[config.mk]
export PLATFORM = sky130hd
export DESIGN_NAME = led_key_display_link_controller_top
export DESIGN_NICKNAME = d
export VERILOG_FILES = /design/src/sv/lkdl_pkg.sv /design/src/sv/lkdl_core.sv /design/src/sv/led_key_display_link_controller_top.sv
export SDC_FILE = /design/constraint.sdc
export NUM_CORES = 1
export LEC_CHECK = 0
export ABC_CLOCK_PERIOD_IN_PS = 6400
export BUFFER_PORTS_ARGS = -buffer_cell sky130_fd_sc_hd__buf_2
export CORE_AREA = 2 2 104 156
export DETAILED_ROUTE_END_ITERATION = 12
export DIE_AREA = 0 0 106 158
export GPL_TIMING_DRIVEN = 0
export PLACE_DENSITY_LB_ADDON = 0.2
export SYNTH_ARGS = -nofsm -noshare
export SYNTH_HDL_FRONTEND = slang
export SYNTH_SLANG_ARGS = --single-unit
[constraint.sdc]
create_clock -name clk -period 6.4 [get_ports clk]
set_input_delay 0.96 -clock clk [delete_from_list [all_inputs] [get_ports clk]]
set_output_delay 0.96 -clock clk [all_outputs]
set_load 0.005 [all_outputs]
[src/sv/lkdl_pkg.sv]
`default_nettype none

package lkdl_pkg;

	// Digit storage depth.
	localparam int MAX_DIGITS = 4;

	// Command bytes of the display chip.
	localparam logic [7:0] CMD_CONTROL = 8'h48;
	localparam logic [7:0] CMD_KEYREAD = 8'h49;

	// Operation codes of an input transaction.
	localparam logic [1:0] OP_TICK   = 2'd0;
	localparam logic [1:0] OP_LOAD   = 2'd1;
	localparam logic [1:0] OP_UPDATE = 2'd2;

	// Configuration register indexes.
	localparam logic [1:0] REG_DIGIT_COUNT     = 2'd0;
	localparam logic [1:0] REG_BASE_ADDR       = 2'd1;
	localparam logic [1:0] REG_DISPLAY_CONTROL = 2'd2;

	// Configuration reset values.
	localparam logic [2:0] DIGIT_COUNT_RST     = 3'd4;
	localparam logic [7:0] BASE_ADDR_RST       = 8'd110;
	localparam logic [7:0] DISPLAY_CONTROL_RST = 8'd1;

	typedef struct packed {
		logic [2:0] digit_count;
		logic [7:0] base_addr;
		logic [7:0] display_control;
	} lkdl_cfg_t;

	typedef struct packed {
		logic [1:0] operation;
		logic [1:0] digit_index;
		logic [7:0] digit_value;
		logic       sda_in;
	} lkdl_in_t;

	typedef struct packed {
		logic       scl_out;
		logic       sda_out;
		logic       busy_res;
		logic [7:0] key_data;
		logic       link_alive;
	} lkdl_out_t;

endpackage

`default_nettype wire

[src/sv/lkdl_core.sv]
`default_nettype none

module lkdl_core (
	input  wire logic              clk,
	input  wire logic              arst_n,
	input  wire logic              step_en,
	input  wire lkdl_pkg::lkdl_in_t  item,
	input  wire lkdl_pkg::lkdl_cfg_t cfg,
	output lkdl_pkg::lkdl_out_t      res_nxt
);
	import lkdl_pkg::*;

	typedef enum logic [2:0] {
		ST_IDLE,
		ST_READ,
		ST_CFG_ALIVE,
		ST_DIGIT,
		ST_CFG_DEAD
	} step_t;

	localparam logic [5:0] PH_STOP = 6'd39;

	step_t      step_q, step_n;
	logic [5:0] phase_q, phase_n;
	logic [7:0] shift_q, shift_n;
	logic [2:0] cursor_q, cursor_n;
	logic [7:0] addr_q, addr_n;
	logic [7:0] sent_ctl_q, sent_ctl_n;
	logic [7:0] key_q, key_n;
	logic       alive_q, alive_n;
	logic       scl_q, scl_n;
	logic       sda_q, sda_n;
	logic [7:0] pending_q [MAX_DIGITS];
	logic [7:0] pending_n [MAX_DIGITS];
	logic [7:0] sent_q [MAX_DIGITS];
	logic [7:0] sent_n [MAX_DIGITS];

	logic [3:0] eff_cnt;
	logic       changed;
	logic [7:0] first_byte;
	logic [7:0] second_byte;
	logic [7:0] cursor_digit;
	logic [5:0] ph_q;
	logic       ph_second;
	logic [5:0] ph_q2;
	logic [3:0] ph_bit;
	logic       ph_half;
	logic [7:0] shifted;
	logic [3:0] cursor_inc;

	assign eff_cnt = ({1'b0, cfg.digit_count} > 4'(MAX_DIGITS)) ? 4'(MAX_DIGITS)
		: {1'b0, cfg.digit_count};

	always_comb begin
		changed = 1'b0;
		cursor_digit = 8'h00;
		for (int i = 0; i < MAX_DIGITS; i++) begin
			if (4'(i) < eff_cnt && sent_q[i] != pending_q[i])
				changed = 1'b1;
			if (4'(cursor_q) == 4'(i))
				cursor_digit = sent_q[i];
		end
	end

	always_comb begin
		unique case (step_q)
			ST_READ:  first_byte = CMD_KEYREAD;
			ST_DIGIT: first_byte = addr_q;
			default:  first_byte = CMD_CONTROL;
		endcase
		unique case (step_q)
			ST_READ:  second_byte = 8'hFF;
			ST_DIGIT: second_byte = cursor_digit;
			default:  second_byte = sent_ctl_q;
		endcase
	end

	// Position inside the two data bytes of a transfer.
	assign ph_q       = phase_q - 6'd3;
	assign ph_second  = ph_q >= 6'd18;
	assign ph_q2      = ph_second ? ph_q - 6'd18 : ph_q;
	assign ph_bit     = ph_q2[4:1];
	assign ph_half    = ph_q2[0];
	assign shifted    = {shift_q[6:0], item.sda_in};
	assign cursor_inc = {1'b0, cursor_q} + 4'd1;

	always_comb begin
		step_n     = step_q;
		phase_n    = phase_q;
		shift_n    = shift_q;
		cursor_n   = cursor_q;
		addr_n     = addr_q;
		sent_ctl_n = sent_ctl_q;
		key_n      = key_q;
		alive_n    = alive_q;
		scl_n      = scl_q;
		sda_n      = sda_q;
		pending_n  = pending_q;
		sent_n     = sent_q;

		if (step_en) begin
			unique case (item.operation)
				OP_TICK: begin
					if (step_q != ST_IDLE) begin
						phase_n = phase_q + 6'd1;
						if (phase_q == 6'd0) begin
							scl_n = 1'b1;
							sda_n = 1'b1;
							if (step_q == ST_READ)
								key_n = 8'h00;
						end else if (phase_q == 6'd1) begin
							sda_n = 1'b0;
						end else if (phase_q == 6'd2) begin
							scl_n   = 1'b0;
							shift_n = first_byte;
						end else if (phase_q < PH_STOP) begin
							if (!ph_half) begin
								scl_n = 1'b1;
								if (ph_bit < 4'd8) begin
									sda_n   = shift_q[7];
									shift_n = shifted;
									if (ph_second && ph_bit == 4'd7 && step_q == ST_READ)
										key_n = shifted;
								end else begin
									sda_n = 1'b1;
									if (!ph_second && step_q != ST_DIGIT)
										alive_n = ~item.sda_in;
								end
							end else begin
								scl_n = 1'b0;
								if (!ph_second && ph_bit == 4'd8) begin
									// A command without acknowledge skips its data byte.
									if (step_q == ST_DIGIT || alive_q)
										shift_n = second_byte;
									else
										phase_n = PH_STOP;
								end
							end
						end else if (phase_q == PH_STOP) begin
							scl_n = 1'b0;
							sda_n = 1'b0;
						end else if (phase_q == PH_STOP + 6'd1) begin
							scl_n = 1'b1;
						end else begin
							// End of a transfer: decide what follows.
							sda_n   = 1'b1;
							phase_n = phase_q;
							unique case (step_q)
								ST_READ, ST_CFG_ALIVE: begin
									if (step_q == ST_READ && sent_ctl_q != cfg.display_control) begin
										sent_ctl_n = cfg.display_control;
										step_n     = ST_CFG_ALIVE;
										phase_n    = 6'd0;
									end else if (changed) begin
										for (int i = 0; i < MAX_DIGITS; i++) begin
											if (4'(i) < eff_cnt)
												sent_n[i] = pending_q[i];
										end
										cursor_n = 3'd0;
										addr_n   = cfg.base_addr;
										step_n   = ST_DIGIT;
										phase_n  = 6'd0;
									end else begin
										step_n = ST_IDLE;
									end
								end
								ST_CFG_DEAD: begin
									if (alive_q) begin
										cursor_n = 3'd0;
										addr_n   = cfg.base_addr;
										if (eff_cnt == 4'd0) begin
											step_n = ST_IDLE;
										end else begin
											step_n  = ST_DIGIT;
											phase_n = 6'd0;
										end
									end else begin
										step_n = ST_IDLE;
									end
								end
								ST_DIGIT: begin
									if (cursor_inc < eff_cnt) begin
										cursor_n = cursor_inc[2:0];
										addr_n   = addr_q - 8'd2;
										phase_n  = 6'd0;
									end else begin
										step_n = ST_IDLE;
									end
								end
								default: step_n = ST_IDLE;
							endcase
						end
					end
				end
				OP_LOAD: begin
					if (step_q == ST_IDLE) begin
						for (int i = 0; i < MAX_DIGITS; i++) begin
							if (4'(item.digit_index) == 4'(i))
								pending_n[i] = item.digit_value;
						end
					end
				end
				OP_UPDATE: begin
					if (step_q == ST_IDLE) begin
						step_n  = alive_q ? ST_READ : ST_CFG_DEAD;
						phase_n = 6'd0;
					end
				end
				default: ;
			endcase
		end
	end

	always_ff @(posedge clk or negedge arst_n) begin
		if (!arst_n) begin
			step_q     <= ST_IDLE;
			phase_q    <= 6'd0;
			shift_q    <= 8'h00;
			cursor_q   <= 3'd0;
			addr_q     <= 8'h00;
			sent_ctl_q <= DISPLAY_CONTROL_RST;
			key_q      <= 8'h00;
			alive_q    <= 1'b0;
			scl_q      <= 1'b1;
			sda_q      <= 1'b1;
			for (int i = 0; i < MAX_DIGITS; i++) begin
				pending_q[i] <= 8'hFF;
				sent_q[i]    <= 8'h00;
			end
		end else begin
			step_q     <= step_n;
			phase_q    <= phase_n;
			shift_q    <= shift_n;
			cursor_q   <= cursor_n;
			addr_q     <= addr_n;
			sent_ctl_q <= sent_ctl_n;
			key_q      <= key_n;
			alive_q    <= alive_n;
			scl_q      <= scl_n;
			sda_q      <= sda_n;
			pending_q  <= pending_n;
			sent_q     <= sent_n;
		end
	end

	assign res_nxt.scl_out    = scl_n;
	assign res_nxt.sda_out    = sda_n;
	assign res_nxt.busy_res   = step_n != ST_IDLE;
	assign res_nxt.key_data   = key_n;
	assign res_nxt.link_alive = alive_n;

endmodule

`default_nettype wire

[src/sv/led_key_display_link_controller_top.sv]
`default_nettype none

// Controller for a two-wire LED display and key scan chip. Each input transaction
// either ticks the link by one pin phase, loads a pending digit pattern, or requests
// an update; every accepted transaction returns exactly one result transaction with
// the line levels after it, the busy flag, the last key byte and the link-alive flag.
// The block takes one transaction per clock cycle: the sequencer state is updated
// in the cycle of acceptance and the result lands in a single output register, so
// a new transaction is taken whenever that register is empty or being emptied in
// the same cycle. The three configuration registers (digit count, first digit
// address, wanted control byte) are always ready and should only be written while
// no update sequence is in flight and no result is outstanding.
module led_key_display_link_controller_top (
	input  wire logic               clk,
	input  wire logic               arst_n,
	input  wire logic               item_valid,
	output logic                    item_ready,
	input  wire lkdl_pkg::lkdl_in_t item,
	output logic                    result_valid,
	input  wire logic               result_ready,
	output lkdl_pkg::lkdl_out_t     result,
	input  wire logic               cfg_valid,
	output logic                    cfg_ready,
	input  wire logic [1:0]         cfg_index,
	input  wire logic [7:0]         cfg_data
);
	import lkdl_pkg::*;

	lkdl_cfg_t cfg_q;
	lkdl_out_t res_nxt;
	lkdl_out_t result_q;
	logic      result_valid_q;
	logic      item_fire;

	// The configuration port never stalls.
	assign cfg_ready = 1'b1;

	// A transaction enters when the output register is free or drains this cycle.
	assign item_ready = !result_valid_q || result_ready;
	assign item_fire  = item_valid && item_ready;

	// Writes to an index beyond the register list are dropped.
	always_ff @(posedge clk or negedge arst_n) begin
		if (!arst_n) begin
			cfg_q.digit_count     <= DIGIT_COUNT_RST;
			cfg_q.base_addr       <= BASE_ADDR_RST;
			cfg_q.display_control <= DISPLAY_CONTROL_RST;
		end else if (cfg_valid) begin
			unique case (cfg_index)
				REG_DIGIT_COUNT:     cfg_q.digit_count     <= cfg_data[2:0];
				REG_BASE_ADDR:       cfg_q.base_addr       <= cfg_data;
				REG_DISPLAY_CONTROL: cfg_q.display_control <= cfg_data;
				default: ;
			endcase
		end
	end

	// The core holds the sequencer and digit state and presents the result that
	// the current transaction produces.
	lkdl_core u_core (
		.clk     (clk),
		.arst_n  (arst_n),
		.step_en (item_fire),
		.item    (item),
		.cfg     (cfg_q),
		.res_nxt (res_nxt)
	);

	always_ff @(posedge clk or negedge arst_n) begin
		if (!arst_n) begin
			result_valid_q <= 1'b0;
		end else if (item_fire) begin
			result_valid_q <= 1'b1;
		end else if (result_ready) begin
			result_valid_q <= 1'b0;
		end
	end

	// The result payload needs no reset; it is qualified by result_valid.
	always_ff @(posedge clk) begin
		if (item_fire)
			result_q <= res_nxt;
	end

	assign result_valid = result_valid_q;
	assign result       = result_q;

endmodule

`default_nettype wire

======== After elaboration in Yosys (flattened, before gate mapping) ========
Cells that the tools add are included.
operators by class
  $add $sub $neg .......................... 5
  multipliers ............................. 0
  divide/modulo/power cells ............... 0
  $lt $le $gt $ge ......................... 9
  equal/unequal tests ..................... 39
  shift-type cells ........................ 0
  mux-type cells .......................... 107
  bitwise gates (word level) .............. 8
  reduce and logical (&&, ||, !) cells .... 44
operators by type and width
  operator             count
  $mux 8               25
  $mux 6               16
  $reduce_and 13->1    4
  $mux 3               17
  $ne 8x8->1           5
  $mux 1               37
  $pmux 8 s2           2
  $pmux 8 s3           1
  $pmux 3 s3           2
  $pmux 6 s3           1
  $reduce_and 9->1     2
  $reduce_and 4->1     4
  $reduce_and 14->1    1
  $eq 3x2->1 const B   4
  $eq 6x6->1 const B   2
  $pmux 6 s2           1
  $reduce_bool 3->1    4
  $reduce_and 11->1    1
  $logic_and 1x1->1    10
  $ne 10x2->1 const B  1
  $ne 10x3->1 const B  1
  $ne 9x2->1 const B   1
  $ne 9x3->1 const B   1
  $ne 9x5->1 const B   1
  37 further kinds     68
word-level totals
  register bits ........................... 143
  bits in latches ......................... 0
  RAM bits ................................ 0
  memory bits (read-only) ................. 0
  output and inout bits ................... 15
  logic and storage cells ................. 239
  memories kept ........................... 0

======== Depth between registers and ports, before layout ========
Gate-level depths: netlist (run 1).
  word-level depth ........................ 21
  depth in mapped cells ................... 13
  gate-level depth less buffers ........... 11

======== Hierarchy ========
From an unflattened synthesis (run 1), not the netlist that was laid out.
second synthesis, totals
  cell total of the unflattened synthesis .. 674
  area total of the unflattened synthesis .. 7639.8 um2
modules (own cells, without submodules)
  module                               instances  cells each  area each (um2)
  lkdl_core                            1          615         6467.5
  led_key_display_link_controller_top  1          59          1172.4

======== Worst setup path after synthesis (run 1) ========
OpenSTA, ideal clock, no wires.
  kind .................................... input -> register
  from .................................... input port result_ready
  to ...................................... register result_q, in the netlist result[1], data pin
  arrival time ............................ 2.603 ns
  required time ........................... 6.135 ns
  slack ................................... 3.532 ns
  stages on the path ...................... 8
  buffers on the path ..................... 1
  cells stage by stage .................... nand2b_1 -> nand3_1 -> nor2_2 -> and3_1 -> nand4b_1 -> or4_1 -> buf_4 -> mux2i_1
RTL lines
  item                  line                                       source
  start, declared       led_key_display_link_controller_top.sv:20  input wire logic result_ready,
  end signal, assigned  led_key_display_link_controller_top.sv:82  result_q <= res_nxt;
  end, declared         led_key_display_link_controller_top.sv:31  lkdl_out_t result_q;

======== Worst setup path after layout (run 1) ========
  from .................................... register u_core.phase_q[0]
  to ...................................... register u_core.sent_q[20] (netlist bit)
between the ends
  longest elaborated chain between the ends .. 3
  elaborated cells between the ends (all ways) .. 13
  classes of those cells .................. order compare (1); eq/ne (4); bitwise (6); reduce/logical (2)
ends and longest elaborated chain
  item                                line              source
  start, declared                     lkdl_core.sv:24   logic [5:0] phase_q, phase_n;
  start signal, assigned              lkdl_core.sv:232  phase_q <= phase_n;
  $lt 6x6->1 (tied with other cells)  lkdl_core.sv:116  end else if (phase_q < PH_STOP) begin
  $not 1->1 (no line)                 --
  $reduce_and 13->1 (no line) (*)     --
  end signal, assigned                lkdl_core.sv:242  sent_q <= sent_n;
  end, declared                       lkdl_core.sv:35   logic [7:0] sent_q [MAX_DIGITS];
Every way passes the cells marked *; elsewhere a longest branch is shown, timed or not.
A chain may end at the register's enable or synchronous reset.

==> results of run 1 <==
## through the flow
step	hold WS [ns]	worst slack [ns]
after floorplan	0.474	3.53
after global placement	0.490	2.61
after detailed placement	0.489	3.01
after CTS	0.502	3.10
after global routing	0.522	2.78
final	0.492	3.07
## layout by cell type, fill, tap and decap left out, types with 4 or more instances in the layout
cell,netlist,routed
mux2_2,92,92
dfrtp_1,89,89
nand2_1,60,60
buf_2,10,50
dfstp_2,42,42
o21ai_0,40,40
xor2_1,34,34
nor2_1,32,32
nand3_1,25,25
inv_1,23,23
a21oi_1,20,20
clkbuf_1,17,19
clkbuf_16,0,19
ha_1,14,14
nor3_1,12,12
edfxtp_1,12,12
xnor2_1,11,11
mux2i_1,10,10
a221oi_1,10,10
o221ai_1,9,9
nor4_1,8,8
mux2_4,8,8
nand2b_1,7,7
or3_1,6,6
a31oi_1,6,6
nand4_1,5,5
nor2b_1,5,5
nand3b_1,5,5
nor3b_1,4,4
a211oi_1,4,4
clkinv_2,0,4
## worst max-delay path by stage
stage                      start           endpoint  slack [ns]  cells after the start
2_1_floorplan       result_ready          result[1]        3.53                      8
3_3_place_gp              arst_n   u_core.sent_q[2]        2.61                      1
3_5_place_dp        result_ready  u_core.sent_q[19]        3.01                     10
4_1_cts        u_core.phase_q[0]  u_core.sent_q[19]        3.10                     11
5_1_grt        u_core.phase_q[0]  u_core.sent_q[20]        2.78                     11
6_report       u_core.phase_q[0]  u_core.sent_q[20]        3.07                     11
## power by group through the flow
stage	logic, uW	registers, uW	clock network [uW]
2_1_floorplan	223	1110	0
3_3_place_gp	310	1140	0
3_5_place_dp	318	1140	0
4_1_cts	320	1130	967
5_1_grt	351	1140	1000
6_report	317	1130	946
## synthesized netlist by cell type, types with 8 or more instances
cell type,count
buf_2,10
mux2i_1,10
o21ai_0,40
ha_1,14
mux2_4,8
nand2_1,60
clkbuf_1,17
o221ai_1,9
nor3_1,12
dfstp_2,42
xnor2_1,11
a221oi_1,10
nand3_1,25
xor2_1,34
nor4_1,8
inv_1,23
a21oi_1,20
nor2_1,32
edfxtp_1,12
mux2_2,92
dfrtp_1,89
## flip-flops by register name (all words and copies together), names as in the netlist, 3 cells and up
| signal | count |
|---|---|
| cfg_q | 19 |
| result | 12 |
| u_core.addr_q | 8 |
| u_core.cursor_q | 3 |
| u_core.key_q | 8 |
| u_core.pending_q | 32 |
| u_core.phase_q | 6 |
| u_core.sent_ctl_q | 8 |
| u_core.sent_q | 32 |
| u_core.shift_q | 8 |
| u_core.step_q | 3 |
## per-layer routing
metal,track usage,share of wire,vias up
met2,0.450,0.57,105
li1,-,-,2575
met1,0.241,0.37,2699
met5,0,0,-
met4,0.0852,0.025,0
met3,0.0403,0.032,27
## critical path, delay by kind of cell, from the launching register on
family          cells  cell delay [ns]
buf+inv             3             0.77
simple gates        3             0.64
flops               1             0.58
compound gates      3             0.52
mux                 1             0.36
fa+ha+maj           1             0.34
## area by class of cell
cell class	instances	area share
Multi-Input combinational cell	479	0.418
Clock buffer	24	0.0610
Timing Repair Buffer	42	0.0278
Buffer	32	0.0185
Tap cell	203	0.0296
Clock inverter	8	0.00568
Sequential cell	143	0.429
Inverter	23	0.0100
## logic make-up (layout without fill, tap and decap cells)
logic type      Yosys count  after routing  synth area share
simple gates            187            187             0.125
fa+ha+maj                14             14            0.0233
compound gates          122            122             0.109
xor+xnor                 45             45            0.0524
other cells               1              1          0.000498
flops                   143            143             0.490
buf+inv                  55            129            0.0326
mux                     110            110             0.167
==> flow_summary.ini, run 1 <==
[global_route]
grt.total_usage = 0.229
grt_pass1_wl_um = 29000
grt_overflow = 0
antenna_found_initial = 0
first_global_vias = 5510
grt_start_max_net_pins = 76

[finish]
antenna_cells = 0
area_delta_synth_final_pct = 14.2
multi_input_area_sq_um = 3590
fin_util = 0.555
seq_area_sq_um = 3690
nFillCells = 1369
num-nets-final = 780
drive_gt1_frac = 0.320
final_cells = 954
fin_area_sq_um = 8590

[sta]
finClkSkew_ns = 0.00916
final.setup.tns_ns = 0
timing.fmax_mhz = 300
finalMaxSlewViolations = 0
fin_crit_ns = 3.33
rsz0062_at_grt = no
worst_pin_slew_ns = 0.830
setup_viol = 0
slew_headroom = 0.444
period_share = 0.521
finalHoldViolations = 0

[critical_path]
slowest_stage = dfrtp_1
max_stage_delay_ns = 0.58
cpMostUsedCell = buf_2
reg2regPathDepth = 11
cp-end-kind = register
worstSetupPathType = reg -> reg
required_ns = 6.71
crit_path_max_fanout = 10
crit_chain = inv_1 -> ha_1 -> nand2b_1 -> a21oi_1 -> nor2b_1 -> nand3b_1 -> a211oi_1 -> buf_2 -> o21a_1 -> buf_2 -> mux2_2
worst_setup_path_start_kind = register
regToRegSetupSlack_ns = 3.07
worstReg2RegStart = u_core.phase_q[0]
r2r_end = u_core.sent_q[20]
worstPathArrival_ns = 3.64

[power]
p_clk_frac = 0.396
swShare = 0.260
cellPowerDensity_nw_per_um2 = 278
p_seq_frac = 0.472
intPower_uw = 1770
p_leak_uw = 0.00385
vdd_ir_drop_max_uv = 293
pwr-share-comb = 0.133
p_total_uw = 2390
p_sw_uw = 622

[cts]
post-cts-setup-buffers = 0
holdBufCountCts = 0
cts_sinks = 143
clock_latency_ns = 0.42
cts-resized-gates = 0
htreeDepth = 4
cts_root_buf = clkbuf_16
clk_path_buf_depth = 2
cts_tree = built
path_clk_slew_ns = 0.06
cts_buffers = 17

[synthesis]
ys.flop_type = dfrtp_1
synth_edf_count = 12
synth_nets = 719
ys_warn_count = 0
ys_seq_area_frac = 0.490
synth_top_area_frac = 0.296
async_flop_share = 0.916
synthDistinctLibCells = 65
synth.avg_cell_area_sq_um = 11.1
synth.area.top_cells = dfrtp_1 (30%), dfstp_2 (15%), mux2_2 (14%)
syn_area_sq_um = 7530
synth_seq_cells = 143
synth_cells = 677
yosys.area.top_type = dfrtp_1

[routing]
vias_per_cell = 5.67
post_drt_wl_per_cell_um = 19.1
remaining_drc_errors = 0
final_antenna_net_count = 0
routed_wl_um = 18200
drt-pass1-iter-count = 4
num_vias = 5406
drt_iter0_drc = 265

[floorplanning]
placementRows = 56
start_util = 0.486
die-area_sq_um = 16700
die_w_um = 106
io-pin-count = 43
die_h_um = 158
core_sq_um = 15500

[flow_run]
drv_cap = 0

[placement]
place_congestion = 0.905
portBuffers = 41
dp_hpwl_um = 13700
dpl_cell_area_sq_um = 8020
placed_cells = 922

[outcome]
outcome = finished, final reports clean

[hold_path]
hp-class = in -> async
No activity file was read; power rests on OpenSTA's default activity.
==> run 2: changes to the inputs <==
--- a/config.mk
+++ b/config.mk
@@ -5,7 +5,7 @@
 export SDC_FILE = /design/constraint.sdc
 export NUM_CORES = 1
 export LEC_CHECK = 0
-export ABC_CLOCK_PERIOD_IN_PS = 6400
+export ABC_CLOCK_PERIOD_IN_PS = 2800
 export BUFFER_PORTS_ARGS = -buffer_cell sky130_fd_sc_hd__buf_2
 export CORE_AREA = 2 2 104 156
 export DETAILED_ROUTE_END_ITERATION = 12
==> constraint.sdc (replaced) <==
create_clock -name clk -period 2.8 [get_ports clk]
set_input_delay 0.42 -clock clk [delete_from_list [all_inputs] [get_ports clk]]
set_output_delay 0.42 -clock clk [all_outputs]
set_load 0.005 [all_outputs]
==> flow_summary.ini, run 2 (synthesized netlist as in run 1, its figures left out) <==
[outcome]
outcome = finished, violations left
violations = negative setup slack

[routing]
routed_wl_um = 18700
remaining_drc_errors = 0
final_antenna_net_count = 0
drt_iter0_drc = 238
post_drt_wl_per_cell_um = 19.3
num_vias = 5505
drt-pass1-iter-count = 5
vias_per_cell = 5.68

[power]
p_leak_uw = 0.00395
p_sw_uw = 1460
p_total_uw = 5550
p_clk_frac = 0.390
intPower_uw = 4090
pwr-share-comb = 0.146
p_seq_frac = 0.464
cellPowerDensity_nw_per_um2 = 623
vdd_ir_drop_max_uv = 667
swShare = 0.264

[hold_path]
hold_path_depth = 2
hp-class = in -> reg
worstHoldEndpoint = cfg_q[6]
holdCritStartpoint = cfg_data[6]

[cts]
cts_tree = built
cts_buffers = 17
path_clk_slew_ns = 0.06
clock_latency_ns = 0.43
htreeDepth = 4
cts_root_buf = clkbuf_16
cts_sinks = 143
clk_path_buf_depth = 2

[finish]
final_cell_mix = mux2_2 (92), dfrtp_1 (88), nand2_1 (59)
area_delta_synth_final_pct = 18.4
drive_gt1_frac = 0.372
seq_area_sq_um = 3690
final_cells = 970
num-nets-final = 796
mostFrequentLayoutCell = mux2_2
nFillCells = 1346
largest_registers = u_core.pending_q (32), u_core.sent_q (32), cfg_q (19)
antenna_cells = 0
fin_area_sq_um = 8910
multi_input_area_sq_um = 3770

[floorplanning]
die-area_sq_um = 16700
io-pin-count = 43
placementRows = 56
core_sq_um = 15500
die_h_um = 158
start_util = 0.486
die_w_um = 106

[global_route]
antenna_found_initial = 0
grt_overflow = 0
grt_pass1_wl_um = 29400
first_global_vias = 5601
grt.total_usage = 0.233
grt_start_max_net_pins = 76

[sta]
finalHoldViolations = 0
setup_viol = 1
whs_ns = 0.238
fin_crit_ns = 2.84
worst_pin_slew_ns = 0.828
timing.fmax_mhz = 352
layout_setup_ws_ns = -0.0415
finClkSkew_ns = 0.0163
rsz0062_at_grt = yes
final.setup.tns_ns = -0.0415
finalMaxSlewViolations = 0
period_share = 1.01
slew_headroom = 0.446

[placement]
dp_hpwl_um = 13700
place_congestion = 0.905
portBuffers = 41
placed_cells = 922
dpl_cell_area_sq_um = 8020

[critical_path]
worstPathArrival_ns = 3.01
worstReg2RegStart = u_core.cursor_q[0]
cp.buffers_inverters = 1
crit_chain = ha_2 -> ha_4 -> inv_2 -> ha_4 -> o21ai_2 -> o21ai_2 -> o211ai_1 -> or2_4 -> o32a_1 -> or3_1
crit_path_max_fanout = 4
r2r_end = result[9]
required_ns = 2.97
worst_setup_path_start_kind = register
cp-end-kind = register
max_stage_delay_ns = 0.42
slowest_stage = dfrtp_1
worstSetupPathType = reg -> reg
cpLargestDelayFamily = adder cells
regToRegSetupSlack_ns = -0.04
reg2regPathDepth = 10

[flow_run]
drv_cap = 0
## run 2: repair_timing
item | CTS | global route
hold buffers | 1 | 0
pin swaps | 9 | 4
buffers inserted | 10 | 6
endpoints found under the setup margin | 71 | 68
cloned | 0 | 1
hold endpoints to repair | 31 | 0
resized for setup | 20 | 22
## run 2: how the worst max path moves through the flow
stage	depth (start not counted)	slack [ns]	to	from
floorplan	10	0.10	result[9]	u_core.cursor_q[0]
global placement	1	-0.45	u_core.sent_q[2]	arst_n
detailed placement	11	-0.47	u_core.sent_q[19]	u_core.phase_q[0]
CTS	10	-0.02	result[9]	u_core.cursor_q[1]
global route	10	-0.09	result[9]	u_core.cursor_q[1]
finish	10	-0.04	result[9]	u_core.cursor_q[0]
## run 2: cell type report
type / instances / area share
sequential: 143 / 0.414
clock buffer: 24 / 0.0588
clock inverter: 8 / 0.00547
tap: 203 / 0.0285
buffer: 30 / 0.0182
timing repair buffer: 60 / 0.0424
inverter: 23 / 0.00968
multi-input combinational: 479 / 0.423
## run 2: worst register-to-register path, cell delays in order, from the launching register on
cell and delay [ns]:
dfrtp_1 0.42, ha_2 0.22, ha_4 0.27, inv_2 0.04, ha_4 0.25, o21ai_2 0.05
o21ai_2 0.19, o211ai_1 0.16, or2_4 0.26, o32a_1 0.34, or3_1 0.38
## run 2: power by group through the flow
stage               logic, uW  registers [uW]  clock network, uW
finish                    810            2580               2170
global route              891            2600               2300
CTS                       753            2580               2210
detailed placement        728            2610                  0
global placement          708            2600                  0
floorplan                 511            2550                  0
## run 2: per-layer routing
metal	track usage	up-vias	routed length, um
met5	0	-	0
met2	0.455	92	10800
met4	0.0915	0	466
met1	0.245	2781	6990
li1	-	2607	-
met3	0.0399	25	478
## run 2: metrics by stage
step	worst slack, ns	util
2_1_floorplan	0.101	-
3_3_place_gp	-0.452	0.516
3_5_place_dp	-0.470	0.518
4_1_cts	-0.0244	0.566
5_1_grt	-0.0931	0.576
6_report	-0.0415	0.576
